$ cat config.mk
export PLATFORM = sky130hd
export DESIGN_NAME = integer_to_radix_ascii
export DESIGN_NICKNAME = d
export VERILOG_FILES = /design/src/rtl/core/itra_pkg.sv /design/src/rtl/core/itra_dp.sv /design/src/rtl/core/itra_ctrl.sv /design/src/rtl/core/integer_to_radix_ascii.sv
export SDC_FILE = /design/constraint.sdc
export NUM_CORES = 1
export LEC_CHECK = 0
export CAP_MARGIN = 20
export CORE_MARGIN = 2
export CORE_UTILIZATION = 30
export CTS_BUF_LIST = sky130_fd_sc_hd__clkbuf_8 sky130_fd_sc_hd__clkbuf_16
export CTS_CLUSTER_SIZE = 12
export DETAILED_ROUTE_END_ITERATION = 7
export DONT_BUFFER_PORTS = 1
export PLACE_DENSITY = 0.51
export SETUP_SLACK_MARGIN = 0.05
export SLEW_MARGIN = 10
export SYNTH_ARGS = -nofsm -noshare
export SYNTH_HDL_FRONTEND = slang
export SYNTH_HIERARCHICAL = 1
export SYNTH_SLANG_ARGS = --single-unit
$ cat constraint.sdc
create_clock -name clk -period 7.8 [get_ports clk]
set_input_delay 0.39 -clock clk [delete_from_list [all_inputs] [get_ports clk]]
set_output_delay 0.39 -clock clk [all_outputs]
set_load 0.05 [all_outputs]
$ cat src/rtl/core/itra_pkg.sv
// shared types and constants for the integer to radix ascii converter
`default_nettype none
package itra_pkg;

  localparam int unsigned VALUE_W  = 32;
  localparam int unsigned RADIX_W  = 6;
  localparam int unsigned CHAR_W   = 7;
  localparam int unsigned STACK_DEPTH = 34;
  localparam int unsigned COUNT_W  = $clog2(STACK_DEPTH + 1);
  localparam int unsigned STEP_W   = $clog2(VALUE_W);

  localparam logic [RADIX_W-1:0] RADIX_RESET = 6'd10;
  localparam logic [RADIX_W-1:0] RADIX_MIN   = 6'd2;
  localparam logic [RADIX_W-1:0] RADIX_MAX   = 6'd36;
  localparam logic [RADIX_W-1:0] BASE_DEC    = 6'd10;
  localparam logic [RADIX_W-1:0] BASE_HEX    = 6'd16;
  localparam logic [RADIX_W-1:0] BASE_OCT    = 6'd8;

  localparam logic [CHAR_W-1:0] CHAR_ZERO  = 7'h30;
  localparam logic [CHAR_W-1:0] CHAR_UPPER = 7'h41;
  localparam logic [CHAR_W-1:0] CHAR_MINUS = 7'h2D;
  localparam logic [CHAR_W-1:0] CHAR_X     = 7'h78;

  typedef enum logic [1:0] {
    PUSH_DIGIT = 2'd0,
    PUSH_MINUS = 2'd1,
    PUSH_X     = 2'd2,
    PUSH_ZERO  = 2'd3
  } push_sel_t;

  typedef struct packed {
    logic      load;
    logic      div_step;
    logic      push;
    push_sel_t push_sel;
    logic      rem_clear;
    logic      pop;
  } cmd_t;

  typedef struct packed {
    logic quot_zero;
    logic negative;
    logic base_dec;
    logic base_hex;
    logic base_oct;
    logic count_one;
  } status_t;

endpackage
`default_nettype wire

$ cat src/rtl/core/itra_dp.sv
// datapath: radix register, restoring divider and character stack
`default_nettype none
module itra_dp (
  input  wire                         clk,
  input  wire                         rst,
  input  wire                         cfg_we,
  input  wire [itra_pkg::RADIX_W-1:0] cfg_data,
  input  wire [itra_pkg::VALUE_W-1:0] value,
  input  itra_pkg::cmd_t              cmd,
  output itra_pkg::status_t           status,
  output logic [itra_pkg::CHAR_W-1:0] character
);
  import itra_pkg::*;

  logic [RADIX_W-1:0] radix;
  logic [RADIX_W-1:0] base;
  logic [VALUE_W-1:0] num;
  logic [RADIX_W-1:0] rem;
  logic               negative;
  logic [RADIX_W:0]   trial;
  logic               fits;
  logic [CHAR_W-1:0]  digit_char;
  logic [CHAR_W-1:0]  push_char;
  logic [CHAR_W-1:0]  stack [STACK_DEPTH];
  logic [COUNT_W-1:0] count;

  always_ff @(posedge clk) begin
    if (rst) begin
      radix <= RADIX_RESET;
    end else if (cfg_we) begin
      radix <= cfg_data;
    end
  end

  always_comb begin
    if (radix < RADIX_MIN) begin
      base = RADIX_MIN;
    end else if (radix > RADIX_MAX) begin
      base = RADIX_MAX;
    end else begin
      base = radix;
    end
  end

  // one quotient bit per step, remainder stays below the base
  assign trial = {rem, num[VALUE_W-1]};
  assign fits  = trial >= {1'b0, base};

  always_ff @(posedge clk) begin
    if (cmd.load) begin
      negative <= value[VALUE_W-1];
      rem      <= '0;
      if (base == BASE_DEC && value[VALUE_W-1]) begin
        num <= '0 - value;
      end else begin
        num <= value;
      end
    end else if (cmd.div_step) begin
      if (fits) begin
        rem <= RADIX_W'(trial - {1'b0, base});
      end else begin
        rem <= trial[RADIX_W-1:0];
      end
      num <= {num[VALUE_W-2:0], fits};
    end else if (cmd.rem_clear) begin
      rem <= '0;
    end
  end

  always_comb begin
    if (rem < 6'd10) begin
      digit_char = CHAR_ZERO + CHAR_W'(rem);
    end else begin
      digit_char = CHAR_UPPER + CHAR_W'(rem - 6'd10);
    end
  end

  always_comb begin
    case (cmd.push_sel)
      PUSH_DIGIT: push_char = digit_char;
      PUSH_MINUS: push_char = CHAR_MINUS;
      PUSH_X:     push_char = CHAR_X;
      PUSH_ZERO:  push_char = CHAR_ZERO;
      default:    push_char = digit_char;
    endcase
  end

  // last pushed character sits on top, so text comes out most significant first
  always_ff @(posedge clk) begin
    if (cmd.push) begin
      stack[0] <= push_char;
      for (int i = 1; i < STACK_DEPTH; i++) begin
        stack[i] <= stack[i-1];
      end
    end else if (cmd.pop) begin
      for (int i = 0; i < STACK_DEPTH - 1; i++) begin
        stack[i] <= stack[i+1];
      end
    end
  end

  always_ff @(posedge clk) begin
    if (rst) begin
      count <= '0;
    end else if (cmd.load) begin
      count <= '0;
    end else if (cmd.push) begin
      count <= count + 1'b1;
    end else if (cmd.pop) begin
      count <= count - 1'b1;
    end
  end

  assign character        = stack[0];
  assign status.quot_zero = num == '0;
  assign status.negative  = negative;
  assign status.base_dec  = base == BASE_DEC;
  assign status.base_hex  = base == BASE_HEX;
  assign status.base_oct  = base == BASE_OCT;
  assign status.count_one = count == COUNT_W'(1);

endmodule
`default_nettype wire

$ cat src/rtl/core/itra_ctrl.sv
// controller: sequences division steps, prefix pushes and character output
`default_nettype none
module itra_ctrl (
  input  wire               clk,
  input  wire               rst,
  input  wire               in_valid,
  output logic              in_stall,
  output logic              out_valid,
  input  wire               out_stall,
  input  itra_pkg::status_t status,
  output itra_pkg::cmd_t    cmd
);
  import itra_pkg::*;

  typedef enum logic [5:0] {
    S_IDLE = 6'b000001,
    S_DIV  = 6'b000010,
    S_PUSH = 6'b000100,
    S_PFX1 = 6'b001000,
    S_PFX2 = 6'b010000,
    S_EMIT = 6'b100000
  } state_t;

  state_t            state;
  state_t            state_next;
  logic [STEP_W-1:0] step;

  assign in_stall  = state != S_IDLE;
  assign out_valid = state == S_EMIT;

  always_comb begin
    state_next    = state;
    cmd           = '0;
    cmd.push_sel  = PUSH_DIGIT;
    case (state)
      S_IDLE: begin
        if (in_valid) begin
          cmd.load   = 1'b1;
          state_next = S_DIV;
        end
      end
      S_DIV: begin
        cmd.div_step = 1'b1;
        if (step == '1) begin
          state_next = S_PUSH;
        end
      end
      S_PUSH: begin
        cmd.push      = 1'b1;
        cmd.rem_clear = 1'b1;
        state_next    = status.quot_zero ? S_PFX1 : S_DIV;
      end
      S_PFX1: begin
        // hex needs two prefix characters, pushed in reverse
        if (status.base_hex) begin
          cmd.push     = 1'b1;
          cmd.push_sel = PUSH_X;
        end
        state_next = S_PFX2;
      end
      S_PFX2: begin
        if (status.base_hex || status.base_oct) begin
          cmd.push     = 1'b1;
          cmd.push_sel = PUSH_ZERO;
        end else if (status.base_dec && status.negative) begin
          cmd.push     = 1'b1;
          cmd.push_sel = PUSH_MINUS;
        end
        state_next = S_EMIT;
      end
      S_EMIT: begin
        if (!out_stall) begin
          cmd.pop = 1'b1;
          if (status.count_one) begin
            state_next = S_IDLE;
          end
        end
      end
      default: state_next = S_IDLE;
    endcase
  end

  always_ff @(posedge clk) begin
    if (rst) begin
      state <= S_IDLE;
      step  <= '0;
    end else begin
      state <= state_next;
      if (state == S_DIV) begin
        step <= step + 1'b1;
      end else begin
        step <= '0;
      end
    end
  end

endmodule
`default_nettype wire

$ cat src/rtl/core/integer_to_radix_ascii.sv
// top level: integer to ascii text in a configurable base, signed in base 10 only
//
//   channel  | signals                       | direction
//   ---------+-------------------------------+----------
//   input    | in_valid, in_stall, value     | in
//   output   | out_valid, out_stall,         | out
//            |   character, last             |
//   config   | cfg_we, cfg_data              | in
//
// each digit takes 32 restoring division steps by the base plus one push onto
// the character stack; then the prefix states run and the stack is popped, one
// character per beat. rst is synchronous and sets the radix to 10. a new value
// is taken only once the last beat has gone out; out_stall holds the current
// character in place.
`default_nettype none
module integer_to_radix_ascii (
  input  wire                         clk,
  input  wire                         rst,
  input  wire                         cfg_we,
  input  wire [itra_pkg::RADIX_W-1:0] cfg_data,
  input  wire                         in_valid,
  output logic                        in_stall,
  input  wire [itra_pkg::VALUE_W-1:0] value,
  output logic                        out_valid,
  input  wire                         out_stall,
  output logic [itra_pkg::CHAR_W-1:0] character,
  output logic                        last
);
  import itra_pkg::*;

  cmd_t    cmd;
  status_t status;

  itra_ctrl u_ctrl (
    .clk       (clk),
    .rst       (rst),
    .in_valid  (in_valid),
    .in_stall  (in_stall),
    .out_valid (out_valid),
    .out_stall (out_stall),
    .status    (status),
    .cmd       (cmd)
  );

  itra_dp u_dp (
    .clk       (clk),
    .rst       (rst),
    .cfg_we    (cfg_we),
    .cfg_data  (cfg_data),
    .value     (value),
    .cmd       (cmd),
    .status    (status),
    .character (character)
  );

  assign last = status.count_one;

endmodule
`default_nettype wire

Word level (Yosys, flattened, before mapping)
Memories as Yosys holds them, arrays and structs flattened.
Cells that the tools add are included.
- bits in registers: 62
- bits in latches: 0
- bits in writable memories: 238
- memory bits (read-only): 0
- input port bits: 43
- output and inout bits: 10
- logic and storage cells: 151
- memories: 1
- memories (memory ; words ; bits a word ; rd ports ; clocked after memory_dff ; write ports ; RTL line ; text):
    u_dp.stack ; 34 ; 7 ; 34 ; 0 ; 34 ; itra_dp.sv:24 ; logic [CHAR_W-1:0] stack [STACK_DEPTH];
- add/sub/neg operators: 8
- multipliers: 0
- div/mod/pow operators: 0
- $lt $le $gt $ge: 4
- equality and inequality tests: 19
- shift operators: 0
- muxes and demuxes: 67
- bitwise logic cells: 34
- reduce and logical (&&, ||, !) cells: 11
- operators with widths (cell ; count):
    7-bit 2-to-1 mux ; 34
    32-bit 2-to-1 mux ; 3
    6-bit 2-to-1 mux ; 11
    6-bit one-hot mux with 6 select lines ; 1
    1-bit bitwise OR ; 33
    32-bit logical NOT ; 1
    1-bit by 32-bit subtractor with 32-bit output (first input constant) ; 1
    7-bit one-hot mux with 4 select lines ; 1
    6-bit by 4-bit equality test with 1-bit output (second input constant) ; 3
    6-bit by 1-bit equality test with 1-bit output (second input constant) ; 2
    6-bit by 5-bit equality test with 1-bit output (second input constant) ; 2
    1-bit 2-to-1 mux ; 11
    3-bit 2-to-1 mux ; 3
    6-bit by 6-bit adder with 7-bit output (first input constant) ; 1
    7-bit adder (first input constant) ; 1
    7-bit by 6-bit greater-or-equal comparator with 1-bit output ; 1
    6-bit by 4-bit subtractor with 7-bit output (second input constant) ; 1
    6-bit by 1-bit adder with 6-bit output (second input constant) ; 1
    6-bit by 2-bit equality test with 1-bit output (second input constant) ; 1
    6-bit by 3-bit equality test with 1-bit output (second input constant) ; 1
    6-bit equality test (second input constant) ; 1
    6-bit greater-than comparator (second input constant) ; 1
    6-bit by 2-bit < comparator with 1-bit output (second input constant) ; 1
    6-bit by 4-bit < comparator with 1-bit output (second input constant) ; 1
    19 further kinds ; 26

Logic depth before layout (Yosys ltp)
Gate-level depths: netlist of the first run.
- depth after elaboration: 11
- mapped depth: 13
- depth with buffers taken out: 12

Modules after synthesis
The synthesis of the first run kept the hierarchy.
- by module, submodules not included (module ; times used ; cells an instance ; area an instance (um^2) ; seq. area each (um^2)):
    itra_dp ; 1 ; 1406 ; 13666.9 ; 8498.2
    itra_ctrl ; 1 ; 64 ; 578.1 ; 220.2

Least setup slack after synthesis of the first run
OpenSTA, ideal clock, no wires.
- kind: register to register
- start: register u_dp.radix[5]
- end: memory u_dp.stack[0][0] (enable)
- setup time: 0.581 ns
- arrival: 6.366 ns
- data required time: 7.219 ns
- slack: 0.853 ns
- cell stages (with the launch flop): 10
- path buffers: 0
- clock period less this slack: 6.947 ns
- cells stage by stage: dfxtp_1 inv_1 nand2_1 or3_1 nor3_1 a31oi_1 a21oi_1 a311o_1 nor2_1 inv_1
- RTL lines (what ; RTL line ; text):
    start, declared ; itra_dp.sv:15 ; logic [RADIX_W-1:0] radix;
    start signal, assigned ; itra_dp.sv:31 ; radix <= cfg_data;
    end, declared ; itra_dp.sv:24 ;

==> results of run 1 <==
-- area by class of cell --
class                           instances  share of cell area (%)
Tap cell                              607                   4.727
Clock inverter                         28                   1.246
Multi-Input combinational cell       1057                   31.71
Timing Repair Buffer                   22                   1.324
Sequential cell                       300                   54.27
Clock buffer                           39                   5.935
Inverter                               32                  0.7944
-- routing by layer --
layer	track usage (%)	vias to the layer above	wire (microns)
li1	-	4913	-
met1	15.38	4674	13920
met2	17.34	150	12180
met3	2.743	48	1328
met4	4.577	0	670
met5	0	-	0
-- synthesized netlist by cell type, drive strengths merged (10+ instances only) --
master and instances:
nor2 63, ha 20, nand2 707, nand4 11, o21ai 12, a21o 10, edfxtp 271, a31oi 14
xnor2 21, clkbuf 70, nor3 17, a21oi 39, nand3 11, nor4 17, inv 32, xor2 16
buf 11, dfxtp 29, o211ai 10
-- path summary, 6_finish.rpt --
kind	startpoint	to	slack, ns	cells past startpoint
hold reg to reg	u_ctrl/step[0]$_SDFF_PP0_	u_ctrl/step[0]$_SDFF_PP0_	0.44	1
hold / removal	rst	u_ctrl/step[0]$_SDFF_PP0_	0.04	2
setup reg to reg	u_dp/radix[5]$_SDFFE_PP0P_	u_dp/stack[0][5]$_DFFE_PP_	3.36	10
setup / recovery	u_dp/radix[5]$_SDFFE_PP0P_	u_dp/stack[0][5]$_DFFE_PP_	3.36	10
-- cell families after synthesis --
logic type                 share of synthesized area [%]
AOI/OAI and AO/OA                                  5.226
xor gates and xnor gates                           2.275
adders and majority gates                          1.897
buffers and inverters                              3.241
DFF                                                61.20
muxes                                             0.7203
and+or+nand+nor                                    25.44
-- power by group --
group	internal [W]	switching, W
sequential	0.00197	0.0000940
combinational	0.000204	0.000393
clock	0.000955	0.000675
-- worst max-delay path: cells and delay by family, from the launching register on --
family / cells / cell delay, ns
flip-flops: 1 / 0.34
AO/OA/AOI/OAI: 3 / 1.03
buffers and inverters: 3 / 1.62
AND/OR/NAND/NOR: 4 / 0.92
-- sequential cells by signal (all words and copies together) (netlist names) --
signal and cells:
u_dp/negative 1, u_dp/count 6, u_ctrl/state 6, u_ctrl/step 5
u_dp/rem 6, u_dp/radix 6, u_dp/stack 238, u_dp/num 32
-- per-stage QoR --
step	std cells	util, %
after CTS	2085	34.36
after detailed placement	2004	31.59
final	2085	34.36
after global routing	2085	34.36
after global placement	2004	31.59
after floorplan	1470	-
==> run metrics, run 1 <==
number of synthesized flops with an enable pin 271; Final Hold Slack 0.04242 ns; routed wire length 28.10 mm; DRC Markers 0; Max Root-Sink Buffers 3; RSZ-0062 raised after global routing no; CTS buffer count 37; gpl congestion 0.7638; Final Hold Violating Endpoints 0; final setup margin 3.358 ns; DIE AREA 0.04924 sq mm; Synth area leaders edfxtp_1 (57%), nand2_1 (19%), dfxtp_1 (4.1%), clkbuf_1 (1.8%), ha_1 (1.8%); critical path class reg2reg; static leakage 6.310 nW; overall power 0.004288 W; Largest stage delay, worst path 0.88 ns; first-pass GRT wire length 46.95 mm; crit path max-delay cell type buf_4; mapped cell area 0.01424 sq mm; design area 0.01607 sq mm; Multi-input gate area 0.005094 sq mm; fill cell count 4,757; Setup Skew 0.01321 ns; post-detail-place hpwl 16.81 mm; Slew @ Worst Pin 1.004 ns; share of cells above drive strength 1 5.683%; asr flop ratio synth 0%; Top Ports 53; Placed Area 0.01477 sq mm; min Tclk post-route 4.442 ns; CTS HTree Levels 2; Root Buffer clkbuf_16; remaining antenna violation count after routing 0; Main synth FF type edfxtp_1; most common cell after layout, fill and taps aside nand2_1; Yosys top cell by area edfxtp_1; status finished, final reports clean; # setup viols final 0; pin count of the biggest net entering global routing 163; Initial Utilization 30.47%; Antenna Cells 0; First-pass DRT Iterations 4; PwrDens 266.9 mW/mm^2; synthesized flop and latch total 300; Die Ht 221.9 microns; Final Cycle Share 56.95%; Setup Total Neg Slack 0 ns; antenna violations before repair 0; post-CTS setup buffers 0; crit path max fanout 120; Mapped Cells 1,470; post_cts resized 0; area share of the largest cell type after synthesis 57.13%; YS warnings 6; worst path arrival time 4.60 ns; Worst-path clk slew 0.05 ns; library cells used by synthesis 58; most frequent cells in the layout nand2_1 (707), edfxtp_1 (271), nor2_1 (62), inv_1 (40), a21oi_1 (39); maximum VDD drop 319.3 uV; Critical Path RT 7.96 ns; worst-path cell chain inv_1 -> nand2_1 -> or3_1 -> nor3_1 -> a31oi_1 -> a21oi_1 -> a311o_1 -> nor2_1 -> inv_8 -> buf_4; number of global-route vias before repair 9,549; drt initial violations 714; die width 221.9 microns; Syn Area/Cell 9.690 sq um; nets@finish 1,514; total of max-cap violations 0; total track usage 11.32%; Setup crit start kind flop; TritonCTS Sinks 300; area of the core 0.04675 sq mm; fmax 0.2251 GHz; Post-Place Worst Slack 3.305 ns; latest clock arrival within the worst-skew pair 0.54 ns; Area Overhead vs Synth 12.78%; IO buf count 0; routed vias/inst 4.693; syn_nets 1,534; sequential element share of the synthesized area 61.20%; CTS tree done; # rows 79; DR WL/cell 13.48 microns; Crit. End Element flop; max-slew violation count 0; grt ovf 0; hold_buf cts 14; Vias 9,785; worst hold path type in2reg; sequential cell area 0.008718 sq mm; Slew headroom 33.09%
No activity file was read; power rests on OpenSTA's default activity.
==> run 2: changes to the inputs <==
--- a/config.mk
+++ b/config.mk
@@ -5,6 +5,7 @@
 export SDC_FILE = /design/constraint.sdc
 export NUM_CORES = 1
 export LEC_CHECK = 0
+export ABC_AREA = 1
 export CAP_MARGIN = 20
 export CORE_MARGIN = 2
 export CORE_UTILIZATION = 30
@@ -12,7 +13,7 @@
 export CTS_CLUSTER_SIZE = 12
 export DETAILED_ROUTE_END_ITERATION = 7
 export DONT_BUFFER_PORTS = 1
-export PLACE_DENSITY = 0.51
+export PLACE_DENSITY = 0.52
 export SETUP_SLACK_MARGIN = 0.05
 export SLEW_MARGIN = 10
 export SYNTH_ARGS = -nofsm -noshare
==> constraint.sdc (replaced) <==
create_clock -name clk -period 3.74 [get_ports clk]
set_input_delay 0.187 -clock clk [delete_from_list [all_inputs] [get_ports clk]]
set_output_delay 0.187 -clock clk [all_outputs]
set_load 0.05 [all_outputs]
==> run 2 against run 1 <==
Net effect:
- first-iteration DRC count grew 12%
- sequential power rose by 94%
- area after synthesis rose by 3.8%
- wire length rose by 13%
- sequential share of layout area decreased by 3.1 points
- largest cell class unchanged
- flip-flop and latch count is the same
- largest power group unchanged
- combinational power up 69%
- core utilization rose by 0.53 points
- critical path depth grew 10
- register-to-register slack worse by 2.7 ns
- maximum frequency is 42% higher
- critical path type unchanged
==> run metrics, run 2 <==
Yosys top cell by area edfxtp_1; # rows 81; Mapped Cells 1,701; area share of the largest cell type after synthesis 55.01%; maximum VDD drop 258.9 uV; max FFs per register 238; Clk pwr share 39.7%; routed vias/inst 4.568; WL met2 14.48 mm; Root Buffer clkbuf_16; number of synthesized flops with an enable pin 271; worst path arrival time 3.58 ns; Max Root-Sink Buffers 3; die width 226.1 microns; Synth area leaders edfxtp_1 (55%), nand2_1 (21%), dfxtp_1 (3.9%), nand3_1 (3.2%), inv_1 (2.7%); most frequent cell after synthesis nand2_1; nets@finish 1,786; YS warnings 6; CTS buffer count 36; Setup Skew 0.02636 ns; fmax 0.3202 GHz; placed cells 2,306; Top Ports 53; post_cts resized 0; met1 wire length 14.97 mm; total track usage 12.70%; Final Hold Slack 0.04650 ns; grt ovf 0; Logic pwr share 12.2%; Sw Share 25.71%; max-slew violation count 0; DIE AREA 0.05110 sq mm; Reg with most FFs u_dp/stack; CTS HTree Levels 2; Buf+Inv Stages, Crit Path 3; number of global-route vias before repair 10,760; Int Pwr 0.006165 W; min Tclk post-route 3.123 ns; gpl congestion 0.8386; library cells used by synthesis 39; Seq pwr share 48.1%; CTS tree done; worst hold path type in2reg; most common cell after layout, fill and taps aside nand2_1; sequential cell area 0.008721 sq mm; final setup margin 0.6167 ns; Die Ht 226.1 microns; drt initial violations 799; Setup crit start kind flop; Main synth FF type edfxtp_1; Vias 11,020; static leakage 7.072 nW; First-pass DRT Iterations 5; asr flop ratio synth 0%; syn_nets 1,765; total of max-cap violations 0; area of the core 0.04885 sq mm; crit path max-delay cell type buf_12; # setup viols final 0; Final Hold Violating Endpoints 0; Worst-path clk slew 0.06 ns; Largest regs u_dp/stack x238, u_dp/num x32; Crit. End Element flop; WL met3 1.802 mm; routed wire length 31.87 mm; crit path max fanout 120; Post-Place Worst Slack 0.6441 ns; antenna violations before repair 1; DRC Markers 0; Syn Area/Cell 8.697 sq um; most frequent cells in the layout nand2_1 (820), edfxtp_1 (271), inv_1 (120), nor2_1 (101), nand3_1 (95); Multi-input gate area 0.005318 sq mm; Largest stage delay, worst path 0.43 ns; Setup Total Neg Slack 0 ns; critical path class reg2reg; synthesized flop and latch total 300; DR WL/cell 13.21 microns; Area Overhead vs Synth 15.22%; highest routed layer met4; Initial Utilization 30.28%; status finished, final reports clean; latest clock arrival within the worst-skew pair 0.54 ns; Non-Filler Instances 2,413; Slew headroom 37.47%; IO buf count 0; post-detail-place hpwl 20.30 mm; Slew @ Worst Pin 0.9370 ns; CP top delay family simple AND/OR/NAND/NOR gates; pin count of the biggest net entering global routing 121; first-pass GRT wire length 53.42 mm; Final Cycle Share 83.51%; Critical Path RT 4.20 ns; Net Switching 0.002134 W; TritonCTS Sinks 300; CP dominant cell by count nand2_1; RSZ-0062 raised after global routing no; PwrDens 486.9 mW/mm^2; mapped cell area 0.01479 sq mm; post-CTS setup buffers 0; Post-synth top cells nand2_1 (821), edfxtp_1 (271), inv_1 (107); sequential element share of the synthesized area 58.94%; remaining antenna violation count after routing 0; worst-path cell chain o21ai_1 -> nand2_1 -> nand2_2 -> nand2_2 -> nand2_4 -> inv_2 -> nand2_2 -> nor3_2 -> nor2_1 -> nand2_1 -> inv_1 -> o211ai_1 -> nor2_4 -> buf_12 -> nand4_1 -> nor3_1 -> a31oi_1 -> nand2_1 -> nand2_1 -> nor2_1; fill cell count 5,083; share of cells above drive strength 1 5.778%
==> run 2: through the flow <==
step	utilization, %	instance area, sq um	power, W
floorplan	-	14820	0.004793
global placement	31.76	15510	0.005013
detailed placement	31.76	15510	0.005031
CTS	34.89	17040	0.008434
global route	34.89	17040	0.008731
finish	34.89	17040	0.008299
==> run 2: worst reg2reg max path, cell delays in order (launching register included) <==
cell,delay (ns)
dfxtp_2,0.34
o21ai_1,0.14
nand2_1,0.09
nand2_2,0.13
nand2_2,0.08
nand2_4,0.23
inv_2,0.09
nand2_2,0.08
nor3_2,0.05
nor2_1,0.13
nand2_1,0.06
inv_1,0.07
o211ai_1,0.15
nor2_4,0.32
buf_12,0.43
nand4_1,0.20
nor3_1,0.17
a31oi_1,0.07
nand2_1,0.07
nand2_1,0.05
nor2_1,0.09
==> run 2: routing by layer <==
metal  vias up  GRT usage, %
met5         -             0
met4         0         3.714
li1       5616             -
met1      5163         16.92
met2       188         19.97
met3        55         3.747
==> run 2: final timing paths <==
path	from	to	slack (ns)	cells after the start
worst max-delay path	u_dp/radix[1]$_SDFFE_PP1P_	u_dp/count[5]$_SDFFE_PP0P_	0.62	20
worst min-delay path	out_stall	u_ctrl/state[5]$_SDFFE_PP0P_	0.05	4
worst max register to register	u_dp/radix[1]$_SDFFE_PP1P_	u_dp/count[5]$_SDFFE_PP0P_	0.62	20
worst min register to register	u_ctrl/step[0]$_SDFF_PP0_	u_ctrl/step[0]$_SDFF_PP0_	0.44	1
==> run 2: cell type report <==
type | count | area share, %
well taps | 664 | 4.874
repair buffers | 59 | 3.729
flip-flops and latches | 300 | 51.17
multi-input cells | 1213 | 31.20
inverters | 112 | 2.518
diodes | 1 | 0.01468
clock buffers | 38 | 5.513
clock inverters | 26 | 0.9837
==> run 2: power by group through the flow <==
| stage | registers, W | logic [W] | clock network, W |
|---|---|---|---|
| CTS | 0.00400 | 0.00102 | 0.00342 |
| detailed placement | 0.00406 | 0.000968 | 0 |
| global route | 0.00402 | 0.00116 | 0.00355 |
| global placement | 0.00406 | 0.000953 | 0 |
| floorplan | 0.00402 | 0.000769 | 0 |
| finish | 0.00400 | 0.00101 | 0.00329 |
==> run 2: logic make-up (layout without fill, tap and decap cells) <==
group | after synthesis | in the layout | share of synthesized area [%]
simple gates | 1090 | 1090 | 30.09
flops | 300 | 300 | 58.94
buf+inv | 188 | 235 | 5.303
compound gates | 97 | 97 | 3.552
fa+ha+maj | 21 | 21 | 1.827
xor+xnor | 5 | 5 | 0.2961
other cells | 0 | 1 | 0
==> run 2: timing repair <==
item,in CTS,in global routing
endpoints found under the hold margin,62,0
setup endpoints to repair,0,0
hold buffers,42,0
==> run 3: changes to the inputs <==
--- a/config.mk
+++ b/config.mk
@@ -13,7 +13,7 @@
 export CTS_CLUSTER_SIZE = 12
 export DETAILED_ROUTE_END_ITERATION = 7
 export DONT_BUFFER_PORTS = 1
-export PLACE_DENSITY = 0.52
+export PLACE_DENSITY = 0.51
 export SETUP_SLACK_MARGIN = 0.05
 export SLEW_MARGIN = 10
 export SYNTH_ARGS = -nofsm -noshare
==> constraint.sdc (replaced) <==
create_clock -name clk -period 3.1 [get_ports clk]
set_input_delay 0.155 -clock clk [delete_from_list [all_inputs] [get_ports clk]]
set_output_delay 0.155 -clock clk [all_outputs]
set_load 0.05 [all_outputs]
==> run 3 against run 2 <==
Net effect:
- sequential share of layout area shrank 0.64 points
- cell count increased by 0.29%
- combinational power up 23%
- critical endpoint is now u_dp/stack[0][14]$_DFFE_PP_
- highest routed layer unchanged
==> run metrics, run 3 (synthesized netlist as in run 2, its figures left out) <==
# rows 81; Root Buffer clkbuf_16; Final Cycle Share 91.30%; maximum VDD drop 330.0 uV; R2R depth 17; min Tclk post-route 2.830 ns; RSZ-0062 raised after global routing yes; area of the core 0.04885 sq mm; CTS HTree Levels 2; Worst Hold Path EP u_ctrl/state[5]$_SDFFE_PP0P_; IO buf count 0; Initial Utilization 30.28%; antenna violations before repair 0; fmax 0.3533 GHz; gpl congestion 0.8602; First-pass DRT Iterations 5; Slew @ Worst Pin 0.9546 ns; Final Hold Slack 0.03272 ns; static leakage 7.162 nW; Slew headroom 36.29%; Setup crit start kind flop; latest clock arrival within the worst-skew pair 0.54 ns; Max Root-Sink Buffers 3; reg2reg start u_dp/radix[1]$_SDFFE_PP1P_; DR WL/cell 13.26 microns; TritonCTS Sinks 300; most common cell after layout, fill and taps aside nand2_1; Non-Filler Instances 2,420; number of global-route vias before repair 11,000; share of cells above drive strength 1 6.720%; crit path max fanout 67; die width 226.1 microns; Largest regs u_dp/stack x238, u_dp/num x32; routed wire length 32.08 mm; Area Overhead vs Synth 16.67%; remaining antenna violation count after routing 0; worst hold path type in2reg; grt ovf 0; Top Ports 53; reg-to-reg slack, setup 0.27 ns; post-detail-place hpwl 20.38 mm; PwrDens 593.0 mW/mm^2; routed vias/inst 4.631; nets@finish 1,795; Final Hold Violating Endpoints 0; Worst-path clk slew 0.06 ns; critical path class reg2reg; worst hold start out_stall; Antenna Cells 0; Setup Skew 0.01967 ns; Placed Area 0.01566 sq mm; Crit. End Element flop; Reg with most FFs u_dp/stack; drt initial violations 723; max FFs per register 238; # setup viols final 0; total of max-cap violations 0; Worst Hold Depth 4; max-slew violation count 0; Critical Path RT 3.38 ns; worst path arrival time 3.11 ns; Worst R2R End u_dp/stack[0][14]$_DFFE_PP_; placed cells 2,316; CTS buffer count 36; most frequent cells in the layout nand2_1 (820), edfxtp_1 (271), inv_1 (113), nor2_1 (101), nand3_1 (95); pin count of the biggest net entering global routing 73; DIE AREA 0.05110 sq mm; total track usage 12.86%; design area 0.01726 sq mm; Die Ht 226.1 microns; Vias 11,210; overall power 0.01023 W; DRC Markers 0; CTS tree done; first-pass GRT wire length 54.07 mm; status finished, final reports clean
==> run 3: area by class of cell <==
type | count | area [sq um]
tap | 664 | 830.8
clock buffer | 42 | 1028
fill | 5056 | 31590
clock inverter | 21 | 155.1
sequential | 300 | 8721
timing repair buffer | 68 | 777.0
multi-input combinational | 1213 | 5318
inverter | 112 | 429.2
==> run 3: layer usage <==
metal	vias to the layer above	share of wire (%)	track usage, %
met5	-	0	0
met1	5322	47	17.15
met4	0	2.7	5.157
met2	201	45	20.22
li1	5627	-	-
met3	58	5.2	2.940
==> run 3: where the power goes <==
part / total (W) / switching (W) / internal, W
Combinational: 0.00124 / 0.000808 / 0.000427
Clock: 0.00418 / 0.00165 / 0.00253
Sequential: 0.00482 / 0.000138 / 0.00468
==> run 3: worst max-delay path by stage <==
stage / startpoint / depth (start not counted) / end
finish: u_dp/radix[1]$_SDFFE_PP1P_ / 17 / u_dp/stack[0][14]$_DFFE_PP_
global route: u_dp/radix[1]$_SDFFE_PP1P_ / 17 / u_dp/stack[0][27]$_DFFE_PP_
CTS: u_dp/radix[1]$_SDFFE_PP1P_ / 16 / u_dp/stack[0][100]$_DFFE_PP_
detailed placement: u_dp/radix[1]$_SDFFE_PP1P_ / 16 / u_dp/stack[0][70]$_DFFE_PP_
global placement: u_dp/radix[1]$_SDFFE_PP1P_ / 16 / u_dp/stack[0][56]$_DFFE_PP_
floorplan: u_dp/radix[1]$_SDFFE_PP1P_ / 16 / u_dp/stack[0][0]$_DFFE_PP_
==> run 3: critical path, stage by stage, from the launching register on <==
cell,delay (ns)
dfxtp_2,0.34
o21ai_1,0.18
nand2_1,0.09
nand2_2,0.13
nand2_2,0.08
nand2_4,0.08
inv_2,0.04
nand2_2,0.07
nor3_2,0.05
nor2_1,0.12
nand2_1,0.06
inv_1,0.07
o211ai_1,0.09
buf_4,0.16
nor2_4,0.24
buf_12,0.30
buf_12,0.29
o21ai_0,0.13
==> run 3: timing repair <==
item                                    CTS  global route
endpoints found under the hold margin    56             0
buffers inserted                          0             1
gates resized for setup                   0             1
hold buffers                             40             0
endpoints found under the setup margin    0           205
==> run 3: through the flow <==
| step | util, % | setup TNS (ns) | worst slack [ns] |
|---|---|---|---|
| 6_report | 35.33 | 0 | 0.2697 |
| 5_1_grt | 35.33 | 0 | 0.04849 |
| 4_1_cts | 35.31 | 0 | 0.1473 |
| 3_5_place_dp | 32.07 | 0 | 0.2043 |
| 3_3_place_gp | 32.07 | 0 | 0.2241 |
| 2_1_floorplan | - | -616.85 | -2.648 |
